## src/sv/lzsu_pkg.sv

```systemverilog
// Shared types, constants and the output alphabet for the lz-string URI compressor.
package lzsu_pkg;

	localparam logic [63:0] HASH_MUL = 64'h9E3779B97F4A7C15;
	localparam int HASH_SHIFT = 24;
	localparam int MUL_DIGIT = 11;
	localparam int PACK_BITS = 6;
	localparam int LIT_LIMIT = 256;
	localparam int LIT_SHORT = 8;
	localparam int LIT_LONG = 16;
	localparam int FIRST_CODE = 3;
	localparam int END_CODE = 2;

	typedef struct packed {
		logic push;
		logic flush;
		logic bit_v;
		logic ovf;
	} pk_step_t;

	function automatic logic [6:0] uri_char(input logic [5:0] v);
		logic [6:0] r;
		if (v < 6'd26) begin
			r = 7'd65 + {1'b0, v};
		end else if (v < 6'd52) begin
			r = 7'd97 + {1'b0, v} - 7'd26;
		end else if (v < 6'd62) begin
			r = 7'd48 + {1'b0, v} - 7'd52;
		end else if (v == 6'd62) begin
			r = 7'd43;
		end else begin
			r = 7'd45;
		end
		return r;
	endfunction

endpackage

```

## src/sv/lzsu_packer.sv

```systemverilog
// Six-bit character packer with the output register.
module lzsu_packer (
	input  logic              clk,
	input  logic              arst_n,
	input  lzsu_pkg::pk_step_t step,
	output logic              rdy,
	output logic              m_tvalid,
	input  logic              m_tready,
	output logic [7:0]        m_tdata,  // [6:0] out_char, [7] zero
	output logic              m_tlast,  // last
	output logic              m_tuser   // overflow
);
	import lzsu_pkg::*;

	logic [5:0] buf_q;
	logic [2:0] pos_q;
	logic oval_q;
	logic [6:0] ch_q;
	logic last_q;
	logic ovf_q;
	logic [5:0] nb;
	logic [5:0] pad;
	logic load;

	assign rdy = !oval_q || m_tready;
	assign nb = {buf_q[4:0], step.bit_v};
	assign pad = buf_q << (3'd6 - pos_q);
	assign load = rdy && ((step.push && pos_q == 3'(PACK_BITS - 1)) || step.flush);

	always_ff @(posedge clk or negedge arst_n) begin
		if (!arst_n) begin
			buf_q <= '0;
			pos_q <= '0;
			oval_q <= 1'b0;
		end else begin
			if (load) begin
				oval_q <= 1'b1;
			end else if (m_tready) begin
				oval_q <= 1'b0;
			end
			if (rdy && step.push) begin
				if (pos_q == 3'(PACK_BITS - 1)) begin
					buf_q <= '0;
					pos_q <= '0;
				end else begin
					buf_q <= nb;
					pos_q <= pos_q + 1'b1;
				end
			end else if (rdy && step.flush) begin
				buf_q <= '0;
				pos_q <= '0;
			end
		end
	end

	always_ff @(posedge clk) begin
		if (rdy && step.push && pos_q == 3'(PACK_BITS - 1)) begin
			ch_q <= uri_char(nb);
			last_q <= 1'b0;
			ovf_q <= step.ovf;
		end else if (rdy && step.flush) begin
			ch_q <= uri_char(pad);
			last_q <= 1'b1;
			ovf_q <= step.ovf;
		end
	end

	assign m_tvalid = oval_q;
	assign m_tdata = {1'b0, ch_q};
	assign m_tlast = last_q;
	assign m_tuser = ovf_q;

endmodule

```

## config.mk

```make
export PLATFORM = sky130hd
export DESIGN_NAME = lzsu_packer
export DESIGN_NICKNAME = d
export VERILOG_FILES = /design/src/sv/lzsu_pkg.sv /design/src/sv/lzsu_packer.sv
export SDC_FILE = /design/constraint.sdc
export NUM_CORES = 1
export LEC_CHECK = 0
export BUFFER_PORTS_ARGS = -buffer_cell sky130_fd_sc_hd__buf_2
export CELL_PAD_IN_SITES_DETAIL_PLACEMENT = 1
export CELL_PAD_IN_SITES_GLOBAL_PLACEMENT = 1
export CORE_ASPECT_RATIO = 2
export CORE_MARGIN = 5
export CORE_UTILIZATION = 40
export DETAILED_ROUTE_END_ITERATION = 8
export HOLD_SLACK_MARGIN = 0.06
export PLACE_DENSITY = 0.72
export SLEW_MARGIN = 20
export SYNTH_ARGS = -nofsm -noshare
export SYNTH_HDL_FRONTEND = slang
export SYNTH_SLANG_ARGS = --single-unit
```

## constraint.sdc

```tcl
create_clock -name clk -period 4.45 [get_ports clk]
set_clock_uncertainty 0.1 [all_clocks]
set_input_delay 1.335 -clock clk [delete_from_list [all_inputs] [get_ports clk]]
set_output_delay 1.335 -clock clk [all_outputs]
set_load 0.01 [all_outputs]
```

# After elaboration in Yosys (flattened, before gate mapping)

Cells that the tools add are included.

Output and inout port bits: 12
Bits in registers: 19
Input port bits: 7
Logic and storage cells: 59

Equality and inequality tests: 3
Add/subtract/negate cells: 12
Multiplexer cells: 20
$lt $le $gt $ge: 6
Reductions and logical operators: 11
Shift-type cells: 1

Operators with widths:

| cell                | number |
|---|---|
| $mux 7              | 8 |
| $add 7x6->7 const A | 4 |
| $lt 6x6->1 const B  | 4 |
| $mux 6              | 3 |
| $mux 3              | 5 |
| $add 6x6->7 const A | 2 |
| $sub 7x5->7 const B | 2 |
| $sub 7x6->7 const B | 2 |
| $eq 6x6->1 const B  | 2 |
| $lt 6x5->1 const B  | 2 |
| $reduce_bool 2->1   | 3 |
| $shl 6x3->6         | 1 |
| $logic_and 1x1->1   | 5 |
| $mux 1              | 4 |
| $add 3x1->3 const B | 1 |
| $eq 3x3->1 const B  | 1 |
| $sub 3x3->3 const A | 1 |
| $logic_or 1x1->1    | 2 |
| $logic_not 1->1     | 1 |

# Depth between registers and ports, before layout

Gate-level depths: netlist of the first run.

Depth after elaboration: 9
Gate-level depth with buffers: 14
Mapped depth without buffers: 11

# Worst setup path before layout of the first run

OpenSTA, ideal clock, no wires.

Path kind: reg2reg
Start point: register pos_q[0]
End point: register ch_q[1] (data pin)
Library setup time: 0.264 ns
Stages on the path, launching flop included: 15
Data required time: 4.086 ns
Clock period less this slack: 3.148 ns
Buffers on the path: 3
Data arrival time: 2.784 ns
Setup slack: 1.302 ns
Path through: dfrtp_1 -> buf_6 -> buf_6 -> inv_1 -> ha_1 -> buf_2 -> mux4_1 -> nand2_1 -> inv_1 -> ha_1 -> a41oi_2 -> a31oi_4 -> o21ai_1 -> nor2_1 -> o41a_1

Longest elaborated chain between the ends: 9
Elaborated cells between the ends (all ways): 19
Those cells by class: 6 x add/sub; 3 x order compare; 2 x eq/ne; 1 x shift; 6 x mux; 1 x reduce/logical

Ends and longest elaborated chain:

| element                                          | line                           | text |
|---|---|---|
| start, declared                                  | lzsu_packer.sv:16              | `logic [2:0] pos_q;` |
| start signal, assigned                           | lzsu_packer.sv:47              | `pos_q <= pos_q + 1'b1;` |
| $sub 3x3->3                                      | lzsu_packer.sv:27              | `assign pad = buf_q << (3'd6 - pos_q);` |
| $shl 6x3->6                                      | lzsu_packer.sv:27              |  |
| $add 6x6->7 / $eq 6x6->1 (equally long branches) | lzsu_pkg.sv:28, lzsu_pkg.sv:29 |  |
| $sub 7x6->7 / $mux 3 (equally long branches)     | lzsu_pkg.sv:28, lzsu_pkg.sv:29 |  |
| $mux 7                                           | lzsu_pkg.sv:27                 | `end else if (v < 6'd62) begin` |
| $mux 7                                           | lzsu_pkg.sv:25                 | `end else if (v < 6'd52) begin` |
| $mux 7                                           | lzsu_pkg.sv:23                 | `if (v < 6'd26) begin` |
| $mux 7                                           | lzsu_packer.sv:61              | `end else if (rdy && step.flush) begin` |
| $mux 7 *                                         | lzsu_packer.sv:57              | `if (rdy && step.push && pos_q == 3'(PACK_BITS - 1)) begin` |
| end signal, assigned                             | lzsu_packer.sv:58              | `ch_q <= uri_char(nb);` |
| end signal, assigned                             | lzsu_packer.sv:62              | `ch_q <= uri_char(pad);` |
| end, declared                                    | lzsu_packer.sv:18              | `logic [6:0] ch_q;` |

Mark *: on every way between the ends. The rest lies on a longest branch, timed or not. The select of a mux whose other input is x is not followed.
A chain may end at the register's enable or synchronous reset.

# Final worst setup path of the first run

Start point: register pos_q[0]
End point: register ch_q[2] (data pin)

The elaborated chain is that of the path after synthesis.

==> impl_metrics.csv, run 1 <==
group,metric,value,unit
cts,clkTransAtPathRegs,0.08,ns
setup_path,critPathKind,"flop to flop",
floorplanning,rows,36,
cts,clk_latency,0.26,ns
layout,post-route-util,0.4344,
worst_hold_path,hold_depth,2,
yosys,synth-seq-cells,19,
setup_path,cp-start-kind,"flop",
setup_path,crit_arrival,3.17,ns
drt,via_per_inst,6.080,
sta,hold_violations,0,
outcome,status,"completed",
cts,post-cts-setup-buffers,0,
layout,fillers,592,
cts,cts_resized,0,
layout,area_growth,6.494,%
placement,hpwl,4.268,mm
cts,clock_sinks,19,
grt,track_usage,0.1761,
setup_path,reg2regPathDepth,11,
yosys,synth_common_cells,"nand2_1, a21oi_1, inv_1",
setup_path,r2r_slack,1.20,ns
drt,detail-route-antenna-nets,0,
sta,setup_viol,0,
yosys,async_flop_share,0.5263,
sta,period_share,0.7314,
sta,rsz0062_at_grt,"false",
yosys,yosys.area.top_type_share,0.1261,
power_and_ir_drop,cellPowerDensity,350.2,mW/mm^2
floorplanning,fp.dieH,109.6,um
grt,gr-usage-met3,0.01880,
cts,holdBufCountCts,0,
sta,worst_slew_pin_slew,0.6914,ns
yosys,ys.flop_type,"dfrtp_1",
sta,max_slew_margin,0.5390,
grt,met2_usage,0.3437,
yosys,syn-num-nets,241,
floorplanning,dieArea,0.006555,sq mm
sta,min_period,3.255,ns
layout,nets,251,
cts,cts_buffer_depth,2,
yosys,syn-cell-area,0.001984,sq mm
layout,drive_gt1_frac,0.2043,
drt,dr.pass1.iters,4,
drt,detail_route.wl_per_cell,18.47,um
layout,antenna_cells,0,
yosys,synth_edf_count,8,
cts,htree_levels,1,
placement,place.gp.congestion,0.8222,
yosys,ys_warn_count,0,
power_and_ir_drop,cellLeakagePower,0.8372,nW
floorplanning,ioPinCount,19,
sta,maxSlewViolCount,0,
floorplanning,fp.dieW,59.81,um
grt,grt_util_met1,0.1842,
placement,pre_cts_ws,1.190,ns
grt,grt_pass1_wl,8.804,mm
grt,antenna_found_initial,0,
grt,grt_max_degree,20,
sta,finalSetupTns,0,ns
setup_path,required,4.36,ns
setup_path,crit_path_end_kind,"flop",
sta,worst_slack,1.195,ns
drt,via_count,1745,
yosys,synth_most_common_cell,"nand2_1",
drt,drcViolationCount,0,
yosys,postSynthCellCount,221,
worst_hold_path,min_path_type,"flop to flop",
yosys,yosysTopAreaCell,"dfrtp_1",
yosys,seq_area_frac_synth,0.2573,
grt,grt.busiest_layer,"met2",
floorplanning,start_util,0.4079,
power_and_ir_drop,vdd_drop_max,0.0002497,V
yosys,ys_top_cells_by_area,"dfrtp_1, edfxtp_1, ha_1",
drt,first_iter_violations,51,
drt,wirelength,5.302,mm
cts,root_buffer,"clkbuf_8",
grt,globalRouteOverflowTotal,0,
yosys,syn_area_per_cell,8.979,sq um
placement,io_buffers,17,
cts,cts_tree,"built",
cts,cts-buffers-inserted,3,
yosys,yosysUniqueCellTypes,71,
run,drv_cap,0,
floorplanning,coreArea,0.004865,sq mm
sta,fmax,0.3073,GHz
setup_path,crit_fanout,18,
grt,grt_pass1_vias,1782,
[sequential cells by signal (all words and copies together), names as in the netlist]
register  cells
ch_q          7
buf_q         6
pos_q         3
m_tlast       1
m_tuser       1
m_tvalid      1
[cells by family (layout without fill, tap and decap cells)]
| group | Yosys count | count (layout) | synth area share |
|---|---|---|---|
| simple gates | 70 | 70 | 0.2049 |
| buf+inv | 31 | 40 | 0.08070 |
| compound gates | 69 | 69 | 0.2642 |
| fa+ha+maj | 13 | 13 | 0.08197 |
| flops | 19 | 19 | 0.2573 |
| xor+xnor | 8 | 8 | 0.03909 |
| other cells | 1 | 1 | 0.001890 |
| mux | 10 | 10 | 0.06999 |
[routing by layer]
layer	vias up	wire, um
li1	844	-
met1	857	1972
met2	33	3071
met3	11	125
met4	0	133
met5	-	0
[power breakdown]
part / switching [W] / internal [W] / total, W / leakage [nW]
clock network: 0.0000618 / 0.0000624 / 0.000124 / 0.0255
registers: 0.0000369 / 0.000211 / 0.000248 / 0.212
logic: 0.000226 / 0.000142 / 0.000368 / 0.600
total: 0.000325 / 0.000415 / 0.000740 / 0.837
[cell usage in the layout (no fill, tap or decap), drive strengths merged, types with 3 or more instances in the layout]
master	n
o21ai	11
a22o	6
nand2b	3
nor3b	3
a211oi	4
a21oi	16
edfxtp	8
clkbuf	3
or3	3
a31oi	7
nor3	7
mux2i	3
inv	15
mux2	6
xnor2	7
o221ai	3
nand2	20
nor2	8
dfrtp	10
nand4	3
ha	13
nand3	10
buf	21
[worst paths after layout]
| kind | start | to |
|---|---|---|
| worst max register to register | pos_q[0]$_DFFE_PN0P_ | ch_q[2]$_DFFE_PP_ |
| min in group asynchronous | arst_n | buf_q[0]$_DFFE_PN0P_ |
| worst min register to register | m_tlast$_SDFFE_PP0P_ | m_tlast$_SDFFE_PP0P_ |
| worst min-delay path | m_tlast$_SDFFE_PP0P_ | m_tlast$_SDFFE_PP0P_ |
| max in group asynchronous | arst_n | buf_q[5]$_DFFE_PN0P_ |
| worst max-delay path | pos_q[0]$_DFFE_PN0P_ | ch_q[2]$_DFFE_PP_ |
[final cells by class]
cell class	count	area [sq um]	area share
clock buffers	3	41.29	0.01954
clock inverters	1	5.005	0.002368
inverters	15	56.30	0.02664
multi-input cells	171	1314	0.6217
flip-flops and latches	19	510.5	0.2416
well taps	57	71.32	0.03375
repair buffers	21	115.1	0.05447
[worst max-delay path, cell delays in order, from the launching register on]
cell       delay [ns]
dfrtp_1          0.38
buf_4            0.22
ha_1             0.30
xnor2_2          0.27
a211oi_2         0.38
inv_1            0.12
ha_1             0.25
a41oi_2          0.28
a31oi_4          0.08
or2_4            0.27
o221ai_1         0.25
o2bb2ai_1        0.11
[metrics by stage]
stage	cell area (sq um)	std cells	hold WS [ns]	power, W
2_1_floorplan	1984	221	0.3903	0.0005414
3_3_place_gp	2067	283	0.3659	0.0006148
3_5_place_dp	2067	283	0.3725	0.0006220
4_1_cts	2113	287	0.4049	0.0007457
5_1_grt	2113	287	0.4248	0.0007985
6_report	2113	287	0.3951	0.0007401
(Power assumes the default switching activity.)
==> run 2, diff against run 1 <==
ABC_AREA = 1   (was unset)
PLACE_DENSITY = 0.76   (was 0.72)
clock period = 3 ns   (was 4.45 ns; I/O delays follow)
==> impl_metrics.csv, run 2 <==
group,metric,value,unit
setup_path,critical_path_buf_inv_count,4,
cts,htree_levels,1,
setup_path,cp_top_family,"simple AND/OR/NAND/NOR gates",
yosys,synth_common_cells,"nand2_1, nand3_1, inv_1",
sta,period_share,0.8992,
sta,fmax,0.3707,GHz
cts,clock_sinks,19,
floorplanning,coreArea,0.004382,sq mm
drt,dr.pass1.iters,4,
power_and_ir_drop,cellLeakagePower,0.9770,nW
setup_path,critical_path.max_stage_delay,0.41,ns
placement,place.gp.congestion,0.8565,
setup_path,path_common_cell,"nand2_1",
drt,via_count,1849,
floorplanning,rows,34,
sta,maxSlewViolCount,0,
layout,regMostFlops,"ch_q",
yosys,yosysUniqueCellTypes,31,
setup_path,crit_arrival,2.63,ns
setup_path,critPathKind,"flop to flop",
floorplanning,fp.dieH,105.4,um
yosys,seq_area_frac_synth,0.2802,
yosys,yosys.area.top_type_share,0.1587,
sta,min_period,2.698,ns
drt,met3WireLength,75,um
floorplanning,start_util,0.4158,
sta,hold_violations,0,
worst_hold_path,min_path_type,"primary input to asynchronous set/reset pin",
sta,worst_slack,0.3023,ns
outcome,status,"completed",
grt,grt_pass1_wl,9.204,mm
layout,fillers,611,
layout,post-route-util,0.4620,
grt,track_usage,0.1915,
layout,nets,314,
yosys,syn_area_per_cell,6.698,sq um
drt,detail-route-antenna-nets,0,
yosys,synth_most_common_cell,"nand2_1",
power_and_ir_drop,cellPowerDensity,499.7,mW/mm^2
setup_path,critPathSlowestCell,"dfrtp_1",
layout,area_growth,11.13,%
drt,wirelength,5.420,mm
run,drv_cap,0,
yosys,ys_top_cells_by_area,"nand2_1, dfrtp_1, edfxtp_1",
layout,mostFrequentLayoutCells,"nand2_1, nand3_1, inv_1, nor2_1, buf_2",
placement,hpwl,4.548,mm
cts,cts-buffers-inserted,3,
cts,holdBufCountCts,0,
floorplanning,ioPinCount,19,
cts,root_buffer,"clkbuf_8",
grt,grt_max_degree,12,
layout,antenna_cells,0,
drt,drcViolationCount,0,
yosys,postSynthCellCount,272,
cts,cts_tree,"built",
grt,antenna_found_initial,0,
grt,grt_pass1_vias,2008,
drt,wl_met1,1.929,mm
yosys,async_flop_share,0.5263,
yosys,syn-cell-area,0.001822,sq mm
layout,drive_gt1_frac,0.1604,
cts,cts_buffer_depth,2,
cts,clkTransAtPathRegs,0.08,ns
floorplanning,dieArea,0.006086,sq mm
layout,largest_reg_flops,7,
drt,detail_route.wl_per_cell,15.62,um
grt,globalRouteOverflowTotal,0,
yosys,synth-seq-cells,19,
placement,pre_cts_ws,0.1451,ns
layout,reg_top3,"ch_q: 7 flops, buf_q: 6 flops, pos_q: 3 flops",
setup_path,required,2.93,ns
yosys,ys_warn_count,0,
drt,top_layer,"met4",
floorplanning,fp.dieW,57.72,um
placement,io_buffers,17,
setup_path,cp-start-kind,"flop",
setup_path,crit_fanout,10,
layout,final_common_cell,"nand2_1",
drt,via_per_inst,5.329,
power_and_ir_drop,vdd_drop_max,0.0002690,V
sta,finalSetupTns,0,ns
drt,met2_wirelength,3.132,mm
sta,setup_viol,0,
yosys,synth_edf_count,8,
cts,clk_latency,0.26,ns
setup_path,crit_path_end_kind,"flop",
yosys,yosysTopAreaCell,"nand2_1",
drt,first_iter_violations,14,
setup_path,crit_chain,"buf_4 -> ha_1 -> inv_1 -> nand2_1 -> nand2_4 -> nand3_2 -> inv_2 -> ha_1 -> nand4_1 -> nand2_1 -> nand2_2 -> nand2_4 -> inv_2 -> nor2_1 -> nand2_1 -> nand2_1 -> nand2_1",
sta,rsz0062_at_grt,"false",
yosys,ys.flop_type,"dfrtp_1",
yosys,syn-num-nets,292,
run 2: worst paths after layout:
check	startpoint	endpoint	slack, ns	cells after the start
worst min-delay path	arst_n	m_tvalid$_DFFE_PN0P_	0.38	1
worst min register to register	m_tlast$_SDFFE_PP0P_	m_tlast$_SDFFE_PP0P_	0.39	2
max in group asynchronous	arst_n	pos_q[2]$_DFFE_PN0P_	2.22	1
min in group clk	m_tlast$_SDFFE_PP0P_	m_tlast$_SDFFE_PP0P_	0.39	2
worst max-delay path	pos_q[0]$_DFFE_PN0P_	ch_q[2]$_DFFE_PP_	0.30	17
worst max register to register	pos_q[0]$_DFFE_PN0P_	ch_q[2]$_DFFE_PP_	0.30	17
run 2: power by group:
group          total, W  switching (W)  internal (W)
Combinational  0.000491       0.000339      0.000153
Sequential     0.000337      0.0000269      0.000310
Clock          0.000183      0.0000909     0.0000926
run 2: per-layer routing:
metal / global-route usage / vias to the layer above
met5: 0 / -
met4: 0.1012 / 0
met3: 0.02081 / 19
met2: 0.3778 / 25
met1: 0.1804 / 883
li1: - / 922
run 2: kinds of logic after synthesis:
logic type / synth area share
other: 0.002058
AND/OR/NAND/NOR: 0.3977
AO/OA/AOI/OAI: 0.1058
XOR/XNOR: 0.01923
flip-flops: 0.2802
adder cells (fa/ha/maj): 0.08929
buffers and inverters: 0.1058
run 2: cell type report:
class	count	area, sq um	area share
multi-input combinational	206	1121	0.5538
sequential	19	510.5	0.2522
inverter	43	163.9	0.08096
timing repair buffer	21	115.1	0.05686
tap	54	67.56	0.03337
clock buffer	3	41.29	0.02040
clock inverter	1	5.005	0.002472
run 2: per-stage QoR:
step	hold WS [ns]	power, W	instance area [sq um]	cells
after floorplan	0.3534	0.0007007	1822	272
after global placement	0.3571	0.0008276	1976	343
after detailed placement	0.3709	0.0008379	1976	343
after CTS	0.3843	0.001024	2022	347
after global routing	0.3795	0.001102	2024	347
final	0.3789	0.001012	2024	347
run 2: repair_timing:
item / 4_1_cts / 5_1_grt
hold endpoints to repair: 0 / 0
setup buffers: 0 / 0
resized for setup: 0 / 2
endpoints found under the setup margin: 0 / 3
==> run 3, diff against run 2 <==
ABC_AREA = 0   (was 1)
PLACE_DENSITY = 0.72   (was 0.76)
==> impl_metrics.csv, run 3 (same netlist as run 1, synthesis figures left out) <==
group,metric,value,unit
power_and_ir_drop,power.share.switching,0.4369,
sta,fmax,0.3504,GHz
run,drv_cap,0,
cts,cts_buffer_depth,2,
grt,track_usage,0.1880,
cts,post-cts-setup-buffers,0,
drt,detail_route.wl_per_cell,19.25,um
sta,setup_viol,0,
floorplanning,start_util,0.4079,
floorplanning,fp.dieH,109.6,um
cts,root_buffer,"clkbuf_8",
sta,worst_slew_pin_slew,0.6380,ns
sta,holdWs,0.3849,ns
setup_path,critPathKind,"flop to flop",
sta,min_period,2.854,ns
sta,max_slew_margin,0.5718,
layout,mostFrequentLayoutCells,"nand2_1, buf_2, a21oi_1, buf_4, inv_1",
power_and_ir_drop,vdd_drop_max,0.0003112,V
layout,largest_reg_flops,7,
grt,antenna_found_initial,0,
power_and_ir_drop,p_comb_frac,0.551,
drt,via_count,1821,
layout,drive_gt1_frac,0.2727,
grt,globalRouteOverflowTotal,0,
drt,drcViolationCount,0,
layout,antenna_cells,0,
setup_path,cp-start-kind,"flop",
layout,fillers,608,
placement,place.gp.congestion,0.9074,
layout,regMostFlops,"ch_q",
cts,clock_sinks,19,
placement,pre_cts_ws,0.1617,ns
floorplanning,ioPinCount,19,
layout,final_common_cell,"nand2_1",
cts,cts-buffers-inserted,3,
sta,worst_slack,0.1460,ns
drt,via_per_inst,6.090,
power_and_ir_drop,cellLeakagePower,0.8899,nW
cts,cts_tree,"built",
drt,wirelength,5.757,mm
power_and_ir_drop,p_clk_frac,0.154,
layout,post-route-util,0.4609,
grt,grt_pass1_vias,1978,
drt,dr.pass1.iters,4,
cts,holdBufCountCts,0,
outcome,status,"completed",
setup_path,crit_path_end_kind,"flop",
floorplanning,rows,36,
power_and_ir_drop,cellPowerDensity,521.4,mW/mm^2
layout,seq_area,510.5,sq um
power_and_ir_drop,intPower,0.0006583,W
grt,grt_pass1_wl,9.473,mm
sta,period_share,0.9513,
setup_path,critical_path.max_stage_delay,0.44,ns
setup_path,crit_fanout,17,
floorplanning,coreArea,0.004865,sq mm
setup_path,crit_chain,"inv_1 -> ha_4 -> buf_4 -> inv_1 -> and2_1 -> a2111oi_2 -> a21oi_1 -> a311oi_1 -> o21bai_1",
placement,io_buffers,17,
layout,multi_input_area,0.001353,sq mm
layout,final_cells,299,
layout,nets,263,
sta,finalSetupTns,0,ns
setup_path,path_common_cell,"inv_1",
setup_path,cp_top_family,"compound AO/OA/AOI/OAI gates",
layout,area_growth,12.99,%
setup_path,required,3.01,ns
sta,hold_violations,0,
worst_hold_path,min_path_type,"flop to flop",
placement,placed_cells,295,
power_and_ir_drop,sequentialPowerShare,0.295,
cts,htree_levels,1,
power_and_ir_drop,p_sw,0.0005107,W
drt,first_iter_violations,74,
floorplanning,dieArea,0.006555,sq mm
grt,grt_max_degree,18,
setup_path,critical_path_buf_inv_count,3,
drt,detail-route-antenna-nets,0,
sta,maxSlewViolCount,0,
cts,clk_latency,0.25,ns
setup_path,crit_arrival,2.87,ns
layout,reg_top3,"ch_q: 7 flops, buf_q: 6 flops, pos_q: 3 flops",
floorplanning,fp.dieW,59.81,um
placement,hpwl,4.814,mm
cts,clkTransAtPathRegs,0.08,ns
setup_path,critPathSlowestCell,"a2111oi_2",
## run 3: cell count changes in the layout (fill, tap and decap cells not counted), moves of 4 or more
| cell | previous run | this run |
|---|---|---|
| nor3_1 | 3 | 7 |
| xnor2_1 | 2 | 6 |
| a21oi_1 | 11 | 16 |
| nand2_1 | 77 | 19 |
| nand3_1 | 37 | 8 |
| a22o_1 | 0 | 6 |
| inv_2 | 7 | 0 |
| inv_1 | 35 | 15 |
| o22ai_1 | 8 | 1 |
| a31oi_1 | 1 | 6 |
| nor2_1 | 19 | 8 |
| buf_4 | 4 | 16 |
| mux2_4 | 0 | 4 |
## run 3: path summary, 6_finish.rpt
| kind | slack, ns | to | cells after the start | startpoint |
|---|---|---|---|---|
| max | 0.15 | ch_q[5]$_DFFE_PP_ | 9 | pos_q[0]$_DFFE_PN0P_ |
| min | 0.38 | m_tlast$_SDFFE_PP0P_ | 2 | m_tlast$_SDFFE_PP0P_ |
| max reg2reg | 0.15 | ch_q[5]$_DFFE_PP_ | 9 | pos_q[0]$_DFFE_PN0P_ |
| min reg2reg | 0.38 | m_tlast$_SDFFE_PP0P_ | 2 | m_tlast$_SDFFE_PP0P_ |
| max in group asynchronous | 2.21 | pos_q[1]$_DFFE_PN0P_ | 1 | arst_n |
| min in group asynchronous | 0.39 | m_tvalid$_DFFE_PN0P_ | 1 | arst_n |
## run 3: metrics by stage
stage | total power, W | cell area (sq um)
4_1_cts | 0.001166 | 2223
3_5_place_dp | 0.0009821 | 2177
2_1_floorplan | 0.0008274 | 2011
6_report | 0.001169 | 2242
3_3_place_gp | 0.0009689 | 2177
5_1_grt | 0.001247 | 2242
## run 3: repair_timing
action,CTS,global route
gates resized for setup,0,2
setup endpoints to repair,0,2
hold endpoints to repair,0,0
## run 3: routing by layer
layer	track usage	share of wire	wire, um	up-vias
li1	-	-	-	868
met1	0.1755	0.34	1961	899
met2	0.3777	0.60	3436	40
met3	0.01763	0.022	128	14
met4	0.09033	0.040	232	0
met5	0	0	0	-
## run 3: final cells by class
class                   instances  area share
well taps                      57     0.03181
multi-input cells             171      0.6032
inverters                      15     0.02511
flip-flops and latches         19      0.2277
repair buffers                 33     0.09152
clock buffers                   3     0.01842
clock inverters                 1    0.002232
## run 3: worst reg2reg max path: cells and delay by family (launching register included)
family                     cells  cell delay [ns]
DFF                            1             0.40
buffers and inverters          3             0.56
adders and majority gates      1             0.30
and+or+nand+nor                1             0.22
AOI/OAI and AO/OA              4             1.13
## run 3: power groups by stage
stage / Clock [W] / Combinational (W) / Sequential, W
final: 0.000180 / 0.000644 / 0.000345
after global routing: 0.000198 / 0.000700 / 0.000349
after CTS: 0.000184 / 0.000636 / 0.000345
after detailed placement: 0 / 0.000631 / 0.000351
after global placement: 0 / 0.000622 / 0.000347
after floorplan: 0 / 0.000480 / 0.000347
