--- src/sv/lzsu_pkg.sv ---
// Shared types, constants and the output alphabet for the lz-string URI compressor.
package lzsu_pkg;

	localparam logic [63:0] HASH_MUL = 64'h9E3779B97F4A7C15;
	localparam int HASH_SHIFT = 24;
	localparam int MUL_DIGIT = 11;
	localparam int PACK_BITS = 6;
	localparam int LIT_LIMIT = 256;
	localparam int LIT_SHORT = 8;
	localparam int LIT_LONG = 16;
	localparam int FIRST_CODE = 3;
	localparam int END_CODE = 2;

	typedef struct packed {
		logic push;
		logic flush;
		logic bit_v;
		logic ovf;
	} pk_step_t;

	function automatic logic [6:0] uri_char(input logic [5:0] v);
		logic [6:0] r;
		if (v < 6'd26) begin
			r = 7'd65 + {1'b0, v};
		end else if (v < 6'd52) begin
			r = 7'd97 + {1'b0, v} - 7'd26;
		end else if (v < 6'd62) begin
			r = 7'd48 + {1'b0, v} - 7'd52;
		end else if (v == 6'd62) begin
			r = 7'd43;
		end else begin
			r = 7'd45;
		end
		return r;
	endfunction

endpackage

--- src/sv/lzsu_hash.sv ---
// Iterative multiplicative hash: one 11-bit key digit per cycle.
module lzsu_hash #(
	parameter int KW = 29,
	parameter int HB = 13
) (
	input  logic          clk,
	input  logic          arst_n,
	input  logic          start,
	input  logic [KW-1:0] key,
	output logic          done,
	output logic [HB-1:0] slot
);
	import lzsu_pkg::*;

	localparam int NSTEP = (KW + MUL_DIGIT - 1) / MUL_DIGIT;
	localparam int PB = HASH_SHIFT + HB;
	localparam int SW = $clog2(NSTEP + 1);

	logic [NSTEP*MUL_DIGIT-1:0] key_q;
	logic [PB-1:0] mc_q;
	logic [PB-1:0] acc_q;
	logic [SW-1:0] cnt_q;
	logic busy_q;
	logic done_q;
	logic [MUL_DIGIT+PB-1:0] prod;

	assign prod = key_q[MUL_DIGIT-1:0] * mc_q;

	always_ff @(posedge clk or negedge arst_n) begin
		if (!arst_n) begin
			busy_q <= 1'b0;
			done_q <= 1'b0;
			cnt_q <= '0;
		end else begin
			done_q <= 1'b0;
			if (start) begin
				busy_q <= 1'b1;
				cnt_q <= '0;
			end else if (busy_q) begin
				cnt_q <= cnt_q + 1'b1;
				if (cnt_q == SW'(NSTEP - 1)) begin
					busy_q <= 1'b0;
					done_q <= 1'b1;
				end
			end
		end
	end

	always_ff @(posedge clk) begin
		if (start) begin
			key_q <= (NSTEP*MUL_DIGIT)'(key);
			mc_q <= HASH_MUL[PB-1:0];
			acc_q <= '0;
		end else if (busy_q) begin
			acc_q <= acc_q + prod[PB-1:0];
			key_q <= key_q >> MUL_DIGIT;
			mc_q <= mc_q << MUL_DIGIT;
		end
	end

	assign done = done_q;
	assign slot = acc_q[PB-1:HASH_SHIFT];

endmodule

--- config.mk ---
export PLATFORM = sky130hd
export DESIGN_NAME = lzsu_hash
export DESIGN_NICKNAME = d
export VERILOG_FILES = /design/src/sv/lzsu_pkg.sv /design/src/sv/lzsu_hash.sv
export SDC_FILE = /design/constraint.sdc
export NUM_CORES = 1
export LEC_CHECK = 0
export CORE_MARGIN = 4
export CORE_UTILIZATION = 41
export CTS_CLUSTER_SIZE = 25
export DETAILED_ROUTE_END_ITERATION = 10
export DONT_BUFFER_PORTS = 1
export GPL_TIMING_DRIVEN = 0
export PLACE_DENSITY = 0.57
export SLEW_MARGIN = 20
export SYNTH_ARGS = -nofsm -noshare
export SYNTH_HDL_FRONTEND = slang
export SYNTH_SLANG_ARGS = --single-unit
--- constraint.sdc ---
create_clock -name clk -period 9.5 [get_ports clk]
set_input_delay 0.95 -clock clk [delete_from_list [all_inputs] [get_ports clk]]
set_output_delay 0.95 -clock clk [all_outputs]
set_load 0.01 [all_outputs]
# Yosys cells after proc, flatten, opt, wreduce, memory -nomap -nowiden
# Index checks and enable logic that the tools add are counted.
[word_totals]
ff_bits = 96
out_inout_bits = 14
inputBits = 32
wordCells = 21
[classes]
addsub = 2
n_reduce_logical = 1
mux = 10
eq_ne = 1
n_mul = 1
[ops]
columns = ["operator", "n"]
rows = [
  ["2-to-1 mux 29 bit", 2],
  ["adder 37 bit", 1],
  ["multiplier 11 x 37 -> 37 bit", 1],
  ["2-to-1 mux 1 bit", 6],
  ["2-to-1 mux 2 bit", 2],
  ["adder 2 x 1 -> 2 bit, second input constant", 1],
  ["equality test 2 bit, second input constant", 1],
  ["nonzero test 2 bit", 1],
]

# Longest topological paths before layout
# Gate-level depths: netlist of run 1.
[depth]
depth_word = 4
ltp_mapped = 22
mapped_depth_nobuf = 22

# Worst setup path after synthesis of run 1
# No wires, ideal clock.
[synth_path]
path_type = "register -> register"
start = "register mc_q[30]"
end = "register acc_q[36]"
arrival_time_ns = 5.254
synth_period_minus_slack_ns = 5.371
setup_ns = 0.117
stages_incl_launch_ff = 18
required_ns = 9.383
setup_slack_ns = 4.129
path_buffers = 1
path_cell_list = "dfxtp_1 clkbuf_1 and2_1 fa_1 inv_1 fa_1 fa_1 fa_1 fa_1 inv_1 ha_1 a2111o_1 or2_0 o221ai_1 o2111ai_1 a41oi_1 xnor2_1 a22o_1"
[synth_between]
elab_chain_len = 2
[synth_rtl]
columns = ["item", "line", "source"]
rows = [
  ["start, declared", "lzsu_hash.sv:20", "logic [PB-1:0] mc_q;"],
  ["start signal, assigned", "lzsu_hash.sv:52", "mc_q <= HASH_MUL[PB-1:0];"],
  ["start signal, assigned", "lzsu_hash.sv:57", "mc_q <= mc_q << MUL_DIGIT;"],
  ["multiplier 11 x 37 -> 37 bit", "lzsu_hash.sv:27", "assign prod = key_q[MUL_DIGIT-1:0] * mc_q;"],
  ["adder 37 bit", "lzsu_hash.sv:55", "acc_q <= acc_q + prod[PB-1:0];"],
  ["end signal, assigned", "lzsu_hash.sv:55", ""],
  ["end, declared", "lzsu_hash.sv:21", "logic [PB-1:0] acc_q;"],
]
# Every way passes these cells.
# A chain may end at the register's enable or synchronous reset.

# Final worst setup path of run 1
# Same ends and word-level chain as after synthesis.

==> results of run 1 <==
state kept, by name (all words and copies together) (netlist names):
| register | cells |
|---|---|
| key_q | 29 |
| mc_q | 8 |
| done | 1 |
| busy_q | 1 |
| cnt_q | 2 |
| acc_q | 37 |
worst max-delay path by stage:
stage / start / end / slack [ns]
detailed placement: mc_q[30] / acc_q[36] / 2.98
global route: mc_q[29] / acc_q[36] / 2.64
CTS: mc_q[29] / acc_q[36] / 2.92
finish: mc_q[30] / acc_q[36] / 2.86
global placement: mc_q[29] / acc_q[36] / 2.94
floorplan: mc_q[30] / acc_q[36] / 4.13
stage by stage:
step	instances	cell area [µm²]	hold WS, ns	utilization (%)	setup WS (ns)
final	1440	11400	0.283	44.9	2.86
after CTS	1440	11400	0.271	44.9	2.92
after detailed placement	1424	11000	0.454	43.6	2.98
after global placement	1424	11000	0.451	43.6	2.94
after floorplan	1094	10600	0.432	-	4.13
after global routing	1440	11400	0.270	44.9	2.64
routing by layer:
| layer | routed length [µm] | GRT usage (%) | up-vias |
|---|---|---|---|
| li1 | - | - | 3457 |
| met1 | 12800 | 28.9 | 3747 |
| met2 | 13100 | 33.4 | 202 |
| met3 | 1640 | 3.99 | 38 |
| met4 | 554 | 4.90 | 0 |
| met5 | 0 | 0 | - |
synthesized netlist by cell type, types with 6 or more instances:
cell type                  instances  area, µm²
sky130_fd_sc_hd__o211ai_1          6       45.0
sky130_fd_sc_hd__xor2_1           13        114
sky130_fd_sc_hd__edfxtp_1         29        871
sky130_fd_sc_hd__and2_1           40        250
sky130_fd_sc_hd__a211oi_1          8       60.1
sky130_fd_sc_hd__mux2_2           18        203
sky130_fd_sc_hd__mux2i_1          15        150
sky130_fd_sc_hd__o21ai_0          26        130
sky130_fd_sc_hd__inv_1           275       1030
sky130_fd_sc_hd__nor2_1           43        161
sky130_fd_sc_hd__a21o_1           13       97.6
sky130_fd_sc_hd__clkbuf_1         17       63.8
sky130_fd_sc_hd__a21oi_1          34        170
sky130_fd_sc_hd__nand2b_1          6       37.5
sky130_fd_sc_hd__nand2_1          75        282
sky130_fd_sc_hd__fa_1            170       3400
sky130_fd_sc_hd__o21a_1            7       52.6
sky130_fd_sc_hd__nand3_1          11       55.1
sky130_fd_sc_hd__ha_1            124       1550
sky130_fd_sc_hd__nor3_1            9       45.0
sky130_fd_sc_hd__buf_4            13       97.6
sky130_fd_sc_hd__xnor2_1          32        280
sky130_fd_sc_hd__dfxtp_1          45        901
final cells by class:
class / count / share of cell area (%)
Buffer: 33 / 1.52
Clock buffer: 9 / 1.98
Clock inverter: 7 / 0.771
Inverter: 275 / 9.09
Multi-Input combinational cell: 708 / 66.5
Sequential cell: 78 / 16.5
Tap cell: 330 / 3.63
logic make-up (layout without fill, tap and decap cells):
family,count (synthesis),in the layout,share of synthesized area [%]
AOI/OAI and AO/OA,132,132,8.30
xor gates and xnor gates,45,45,3.71
adders and majority gates,294,294,46.6
buffers and inverters,308,324,11.3
DFF,78,78,17.6
muxes,33,33,3.32
and+or+nand+nor,204,204,9.13
==> summary by stage, run 1 <==
STA
The routed design could run at a clock period as short as 6.64 ns. The max-slew violation total from the final report is 0. The achievable frequency is 151 MHz.

After routing, the total negative slack on setup checks comes to 0 ns. The share of the clock period used by the worst path after layout is 69.8%. Setup repair after global routing left no endpoint under its margin.

The final-report hold violation count was 0. The number of endpoints failing setup at the final stage is 0. The pin slew with the least headroom to its limit is 1.03 ns. The worst-case headroom to the max-slew limit is 31.0%. Clock skew on the completed layout was measured at 0.0134 ns.

Clock network
The TritonCTS buffer count is 9. In this run, post-CTS repair resized a total of 0 instances. The worst-case clock buffer depth is 2. TritonCTS built the clock tree. The clock drives 78 sinks.

In this run the clock root is driven by a sky130_fd_sc_hd__clkbuf_16. For the worst-skew pair, the clock arrives at the later sink with an insertion delay of 0.37 ns. The number of H-tree levels is 3.

The clock transition time at the flip-flop clock pins of the worst setup and hold paths is 0.08 ns. In this run the post-CTS setup repair buffer count came out at 0. The count of hold-fix buffers inserted at cts is 0.

Detailed routing
The detailed-router iteration count before antenna repair is 5. The count of nets left with antenna violations once routing finished came out at 0. After detailed routing, the total wire length is 28000 µm. The DRC marker count from the first detailed-route iteration is 329. Dividing the detail-routed wire length by the instance count gives 19.5 µm. Dividing the detail-routed via count by the number of cells gives 5.17.

The routed via count is 7444. In the routed design, unresolved DRC markers number 0.

Critical path
Traced cell by cell, the critical path runs through clkbuf_1, and2_1, fa_1, inv_1, fa_1, fa_1, fa_1, fa_1, inv_1, ha_1, a2111o_1, or2_0, o221ai_1, o2111ai_1, a41oi_1, xnor2_1, a22o_1. The number of cells on the worst reg-to-reg path is 17. The total number of cells along the worst setup path is 17. The worst reg2reg path endpoint is acc_q[36]. The slowest cell on the critical path is sky130_fd_sc_hd__fa_1.

The kind of critical path is reg2reg. The type of element launching the critical path is a flip-flop. Counting stages on the worst path, the most repeated cell is sky130_fd_sc_hd__fa_1. The startpoint identified for the worst register-to-register timing path is mc_q[30]. At the worst endpoint, the required time is 9.76 ns. For the worst setup path, the data arrival time is 6.89 ns. The sort of element at the end of the critical path is a flip-flop. The delay of the slowest cell on the worst path is 0.56 ns. The gate family responsible for the most delay along the worst path is adder cells. The setup slack of the most critical reg-to-reg path is 2.86 ns.

The maximum net fanout on the critical path is 10. The worst path buffer plus inverter count is 3.

Synth
Among all flip-flop cells after synthesis, the most frequent one is sky130_fd_sc_hd__dfxtp_1. Yosys printed 0 warnings. The total nets after synthesis is 1420. A synthesized cell averages 9.72 µm². In the synthesized netlist, the number of instances is 1094. The unique cell type count in the Yosys netlist is 58.

Of all flip-flops after synthesis, the portion carrying an async set or reset was 5.13%. The synthesized netlist occupies a cell area of 10600 µm². The synthesized design contains 29 enable-type register cells. The count of state elements after synthesis is 78.

The sequential element share of the synthesized area is 17.6%.

Layout
The library cell used most frequently in the layout, excluding fill and tap cells, is sky130_fd_sc_hd__inv_1. The filler cell count is 2450. The number of antenna repair diodes is 0. The number of nets in the layout is 1431. Registers take 1870 µm². The multi-input combinational cells in the finished layout cover a total of 7560 µm². The top cell types in the final layout, fill and taps aside, are 274 x sky130_fd_sc_hd__inv_1, 170 x sky130_fd_sc_hd__fa_1, 124 x sky130_fd_sc_hd__ha_1. Compared with the post-synthesis result, the final layout area differs by 6.85%. The share of final-layout standard cells stronger than drive strength 1 is 4.68%.

Global route
The via count of the first global-routing pass is 7800. Global routing used 20.7% of the available tracks. The initial antenna violation count was 0. The first global-routing pass estimated 44800 µm of wire. Entering global routing, the biggest net connects 30 pins. The total overflow left after global routing is 0.

Die
In this run the horizontal extent of the chip is 169 µm. The site row count is 58. The effective utilization at floorplan is 42.0%. The die covers 28600 µm². The die is 169 µm tall. The top-level I/O count is 46. The core box area is 25300 µm².

Run status
The flow ran to the end, and the final reports show no timing, DRC or antenna violations.

Place
Buffers placed on the I/O ports in this run total 0. The global placement routability congestion is 0.912. The wire-length estimate of the detail-placed layout is 23300 µm.

Worst hold path
The class of the most critical hold timing path is in2async.

Job
The max-capacitance violation count is 0.
Power of run 1 is left out: the tool's default activity adds up to more than one toggle a clock period on the data nets, which glitch-free logic cannot reach.
==> inputs of run 2 (changes only) <==
--- a/config.mk
+++ b/config.mk
@@ -11,7 +11,7 @@
 export DETAILED_ROUTE_END_ITERATION = 10
 export DONT_BUFFER_PORTS = 1
 export GPL_TIMING_DRIVEN = 0
-export PLACE_DENSITY = 0.57
+export PLACE_DENSITY = 0.59
 export SLEW_MARGIN = 20
 export SYNTH_ARGS = -nofsm -noshare
 export SYNTH_HDL_FRONTEND = slang
==> constraint.sdc (replaced) <==
create_clock -name clk -period 5.95 [get_ports clk]
set_input_delay 0.595 -clock clk [delete_from_list [all_inputs] [get_ports clk]]
set_output_delay 0.595 -clock clk [all_outputs]
set_load 0.01 [all_outputs]
==> summary by stage, run 2 (synthesized netlist as in run 1, its figures left out) <==
Detailed routing
The DRC marker count from the first detailed-route iteration is 393 (+19%). The routed via count was 7432 (-0.16%). The total wire length after detailed routing is 27300 µm (-2.6%). The via-per-instance ratio is 5.12 (-0.99%). The detailed-router iteration count before antenna repair is 5 (unchanged). The post-route antenna net violation count is 0 (unchanged). The average routed wire per standard cell is 18.8 µm (-3.4%). The number of design rule violations left after detail routing is 0 (unchanged).

Layout
Relative to the synthesized area, the layout overhead comes to 8.92%. The number of nets in the layout came to 1443 (+0.84%). The flip-flop count of the largest register, all copies and words added is 37 (unchanged).

The largest registers in the layout are acc_q: 37 flops, key_q: 29 flops, mc_q: 8 flops. The core occupancy in the finished layout is 45.7% (+0.87 points). The number of antenna repair diodes is 0 (unchanged).

The register ranked first by flip-flop count is acc_q. The library cell used most frequently in the layout, excluding fill and tap cells, is sky130_fd_sc_hd__inv_1. In the layout the commonest cells are 271 x sky130_fd_sc_hd__inv_1, 170 x sky130_fd_sc_hd__fa_1, 123 x sky130_fd_sc_hd__ha_1. The share of final-layout standard cells stronger than drive strength 1 is 8.56% (+3.9 points).

STA
The share of the clock period used by the worst path after layout is 97.0% (+27 points). The achievable frequency was 173 MHz (+15%). The worst clock skew on the final layout is 0.0157 ns (+0.00233 ns). The number of endpoints failing setup at the final stage is 0 (unchanged). The final-report hold violation count is 0 (unchanged). The setup TNS is 0 ns (unchanged).

The pin slew with the least headroom to its limit was 1.02 ns (-0.0176 ns). The minimum period implied by the final worst setup slack was 5.77 ns (-0.865 ns). The max-slew violation total from the final report was 0 (unchanged). The worst-case headroom to the max-slew limit is 31.9% (+0.92 points).

Critical path
The worst reg2reg path endpoint is acc_q[36]. The number of cells on the worst reg-to-reg path is 17 (unchanged). The data arrival time of the critical path was 6.01 ns (-0.88 ns). The setup slack of the most critical reg-to-reg path is 0.18 ns (-2.68 ns). The gate family responsible for the most delay along the worst path is adder cells. Walking the worst path, the cells encountered are clkbuf_2, and2_1, fa_1, inv_1, fa_1, fa_1, fa_1, fa_1, inv_1, ha_1, a2111o_1, or2_0, o221ai_4, o2111ai_4, a41oi_2, xnor2_1, a22o_1. The data required time at the worst endpoint is 6.19 ns (-3.57 ns). The slowest cell on the critical path is sky130_fd_sc_hd__fa_1. The kind of critical path is reg2reg. The worst path buffer plus inverter count was 3 (unchanged). In this run the critical register-to-register path is launched from mc_q[23]. The sort of element at the end of the critical path is a flip-flop. The maximum net fanout on the critical path is 10 (unchanged). STA classifies the critical path startpoint as a flip-flop.

The total number of cells along the worst setup path is 17 (unchanged). Among the stages of the critical path, the cell type that occurs most often is sky130_fd_sc_hd__fa_1. The delay of the slowest cell on the worst path was 0.59 ns (+0.03 ns).

Global route
The via count of the first global-routing pass is 7719 (-1.0%). The all-layer global routing usage is 20.0% (-0.64 points). The initial antenna violation count is 0 (unchanged).

The leftover overflow at the end of global routing is 0 (unchanged). The maximum number of pins on one net before global-route repair is 30 (unchanged). The global-route wire length before repair is 43700 µm (-2.3%).

Worst hold path
The startpoint identified for the worst hold timing path is key[23]. Counting instances, the worst hold path has a depth of 1. The path with the worst hold slack has its endpoint at key_q[23].

In this run the worst hold path is classified as in2reg.

Run status
The run finished with clean final reports.

Die
The site row count is 58 (unchanged). The effective utilization at floorplan is 42.0% (unchanged). The die outline area is 28600 µm² (unchanged). The width of the chip is 169 µm (unchanged). The core box area was 25300 µm² (unchanged). The top-level I/O count was 46 (unchanged). The vertical die dimension is 169 µm (unchanged).

Clock network
The tree is rooted in a sky130_fd_sc_hd__clkbuf_16. TritonCTS built the clock tree. The clock transition time at the flip-flop clock pins of the worst setup and hold paths is 0.08 ns (about the same). The number of H-tree levels is 3 (unchanged).

The clock insertion delay at the later pin of the skew report was 0.36 ns (about the same). The worst-case clock buffer depth is 2 (unchanged). The number of sinks driven by the clock tree was 78 (unchanged). The TritonCTS buffer count is 9 (unchanged).

Place
The number of port buffers is 0 (unchanged). The global placement routability congestion came to 0.936 (+2.6%). The half-perimeter wire length after detailed placement is 22900 µm (-1.8%).

Job
The max-capacitance violation count was 0 (unchanged).
==> run 2: worst max-delay path by stage <==
| stage | startpoint | endpoint | slack, ns |
|---|---|---|---|
| 6_report | mc_q[23] | acc_q[36] | 0.18 |
| 5_1_grt | mc_q[29] | acc_q[36] | -0.03 |
| 4_1_cts | key_q[2] | acc_q[36] | 0.007 |
| 3_5_place_dp | mc_q[30] | acc_q[36] | -0.73 |
| 3_3_place_gp | mc_q[30] | acc_q[36] | -0.74 |
| 2_1_floorplan | mc_q[30] | acc_q[36] | 0.58 |
==> run 2: final cells by class <==
type | instances | area (µm²)
Buffer | 33 | 184
Clock buffer | 9 | 225
Clock inverter | 7 | 80.1
Fill cell | 2394 | 13700
Inverter | 275 | 1040
Multi-Input combinational cell | 708 | 7670
Sequential cell | 78 | 1870
Tap cell | 330 | 413
Timing Repair Buffer | 12 | 92.6
==> run 2: timing repair <==
item,CTS,global route
endpoints found under the setup margin,11,9
hold buffers,1,0
pin swaps,0,5
setup buffers,3,8
resized for setup,17,30
endpoints found under the hold margin,4,0
==> run 2: metal layers <==
metal / global-route usage [%] / routed length, µm
met1: 29.3 / 12700
met2: 32.2 / 12800
met3: 2.85 / 1440
met4: 3.61 / 334
met5: 0 / 0
==> run 2: stage by stage <==
| step | area [µm²] | setup slack [ns] | hold WS (ns) | cells |
|---|---|---|---|---|
| floorplan | 10600 | 0.579 | 0.299 | 1094 |
| global placement | 11000 | -0.736 | 0.300 | 1424 |
| detailed placement | 11000 | -0.727 | 0.300 | 1424 |
| CTS | 11400 | 0.00739 | 0.431 | 1444 |
| global route | 11600 | -0.0322 | 0.443 | 1452 |
| finish | 11600 | 0.180 | 0.434 | 1452 |
Power of run 2 is left out for the same reason.
==> inputs of run 3 (changes only) <==
--- a/config.mk
+++ b/config.mk
@@ -11,7 +11,6 @@
 export DETAILED_ROUTE_END_ITERATION = 10
 export DONT_BUFFER_PORTS = 1
 export GPL_TIMING_DRIVEN = 0
-export PLACE_DENSITY = 0.59
 export SLEW_MARGIN = 20
 export SYNTH_ARGS = -nofsm -noshare
 export SYNTH_HDL_FRONTEND = slang
==> summary by stage, run 3 (synthesized netlist as in run 1, its figures left out) <==
Layout
The share of final-layout standard cells stronger than drive strength 1 is 8.82% (+0.26 points). The flip-flop count of the largest register, all copies and words added is 37 (unchanged). The number of nets in the layout is 1444 (+0.069%). The register ranked first by flip-flop count is acc_q.

From synthesis to final layout, the design area changed by 9.11%. The library cells used most frequently in the layout, excluding fill and tap cells, are 270 x sky130_fd_sc_hd__inv_1, 170 x sky130_fd_sc_hd__fa_1, 122 x sky130_fd_sc_hd__ha_1. The core occupancy in the finished layout is 45.8% (+0.079 points). The filler cell count was 2449 (+2.3%).

The area taken by multi-input logic gates is 7670 µm² (about the same). Leaving out fill and tap cells, the most frequent cell in the layout is sky130_fd_sc_hd__inv_1. In the final layout, the registers with the most flip-flops are acc_q: 37 flops, key_q: 29 flops, mc_q: 8 flops. The number of antenna repair diodes is 0 (unchanged).

The footprint of the flip-flops and latches is 1870 µm² (about the same).

Clock network
The number of H-tree levels is 3 (unchanged). Clock tree synthesis selected as its root buffer the cell sky130_fd_sc_hd__clkbuf_16. The TritonCTS buffer count is 9 (unchanged). The clock tree from TritonCTS is built. The number of sinks driven by the clock tree is 78 (unchanged).

The clock transition time at the flip-flop clock pins of the worst setup and hold paths is 0.08 ns (about the same). The clock insertion delay at the later pin of the skew report is 0.37 ns (about the same). The worst-case clock buffer depth is 2 (unchanged).

Detailed routing
The post-route antenna net violation count is 0 (unchanged). The average routed wire per standard cell is 19.1 µm (+1.5%). The total wire length after detailed routing is 27700 µm (+1.6%). The routed via count is 7433 (+0.013%).

The detailed-router iteration count before antenna repair is 5 (unchanged). The DRC marker count from the first detailed-route iteration is 421 (+7.1%). The number of design rule violations left after detail routing came to 0 (unchanged).

The via-per-instance ratio is 5.12 (about the same).

Global route
The maximum number of pins on one net before global-route repair is 30 (unchanged). The global-route wire length before repair is 44200 µm (+0.93%). The all-layer global routing usage is 20.3% (+0.27 points). The initial antenna violation count came to 0 (unchanged). The leftover overflow at the end of global routing is 0 (unchanged). The via count of the first global-routing pass is 7834 (+1.5%).

STA
Setup repair after global routing could not meet its margin everywhere. The worst clock skew on the final layout came to 0.0126 ns (-0.00311 ns). The minimum period implied by the final worst setup slack is 5.77 ns (-0.00246 ns).

The final-report hold violation count is 0 (unchanged). The worst-case headroom to the max-slew limit came to 25.2% (-6.8 points). The max-slew violation total from the final report came to 0 (unchanged).

The achievable frequency is 173 MHz (about the same). The number of endpoints failing setup at the final stage is 0 (unchanged). The share of the clock period used by the worst path after layout was 96.9% (about the same). The pin slew with the least headroom to its limit is 1.12 ns (+0.101 ns).

Critical path
The data required time at the worst endpoint is 6.20 ns (about the same). The sort of element at the end of the critical path is a flip-flop. The data arrival time of the critical path is 6.02 ns (about the same). The worst setup path is launched from a flip-flop. The maximum net fanout on the critical path was 6 (-4). The setup slack of the most critical reg-to-reg path was 0.18 ns (about the same).

The kind of critical path is reg2reg.

Die
The effective utilization at floorplan came to 42.0% (unchanged). The vertical die dimension is 169 µm (unchanged). The core box area is 25300 µm² (unchanged). The width of the chip is 169 µm (unchanged). The top-level I/O count is 46 (unchanged).

The site row count is 58 (unchanged). The die outline area was 28600 µm² (unchanged).

Run status
The run finished with clean final reports.

Place
The number of port buffers is 0 (unchanged). The global placement routability congestion is 0.926 (-1.0%). The half-perimeter wire length after detailed placement is 22900 µm (-0.16%).

Worst hold path
The tightest min-delay check is of the in2reg type.

Job
The max-capacitance violation count is 0 (unchanged).
run 3: layout make-up:
type                       instances  share of cell area (%)
sequential                        78                    16.1
multi-input combinational        708                    66.2
tap                              330                    3.56
inverter                         275                    9.00
buffer                            33                    1.56
clock buffer                       9                    1.94
timing repair buffer              13                   0.863
clock inverter                     7                   0.766
run 3: stage by stage:
stage	instances	hold WS, ns	cell area (µm²)	setup WS [ns]	TNS, ns
4_1_cts	1444	0.419	11400	0.00473	0
6_report	1453	0.426	11600	0.182	0
3_5_place_dp	1424	0.300	11000	-0.532	-2.40
2_1_floorplan	1094	0.299	10600	0.579	0
3_3_place_gp	1424	0.300	11000	-0.535	-2.03
5_1_grt	1453	0.427	11600	-0.00651	-0.00663
run 3: what timing repair did:
action | 4_1_cts | 5_1_grt
hold buffers | 1 | 0
endpoints found under the hold margin | 4 | 0
resized for setup | 15 | 31
buffers inserted | 3 | 9
setup endpoints to repair | 10 | 10
pin swaps | 0 | 3
run 3: worst paths after layout:
path                       startpoint  cells past startpoint         to
hold / removal                key[22]                      1  key_q[22]
max in group asynchronous      arst_n                      1   cnt_q[0]
hold reg to reg             acc_q[17]                      2  acc_q[17]
min in group asynchronous      arst_n                      1       done
setup / recovery             key_q[3]                     19  acc_q[26]
setup reg to reg             key_q[3]                     19  acc_q[26]
run 3: routing by layer:
metal,global-route usage (%),vias to the layer above,wire [µm]
li1,-,3477,-
met1,28.7,3698,12600
met2,31.4,216,12600
met3,4.44,42,1870
met4,6.09,0,724
met5,0,-,0
run 3: worst max-delay path, stage by stage (launching register included):
cell and delay (ns):
sky130_fd_sc_hd__edfxtp_1 0.53, sky130_fd_sc_hd__nand2_2 0.17, sky130_fd_sc_hd__clkinvlp_4 0.14, sky130_fd_sc_hd__fa_1 0.52, sky130_fd_sc_hd__inv_1 0.05, sky130_fd_sc_hd__fa_1 0.49, sky130_fd_sc_hd__inv_1 0.04, sky130_fd_sc_hd__ha_1 0.26
sky130_fd_sc_hd__inv_1 0.05, sky130_fd_sc_hd__fa_1 0.47, sky130_fd_sc_hd__inv_1 0.05, sky130_fd_sc_hd__fa_1 0.49, sky130_fd_sc_hd__ha_2 0.32, sky130_fd_sc_hd__a221oi_2 0.25, sky130_fd_sc_hd__o21ai_1 0.11, sky130_fd_sc_hd__a221o_1 0.45
sky130_fd_sc_hd__o21a_1 0.26, sky130_fd_sc_hd__a311o_1 0.42, sky130_fd_sc_hd__o311a_1 0.31, sky130_fd_sc_hd__a221o_1 0.26
Power of run 3 is left out for the same reason.
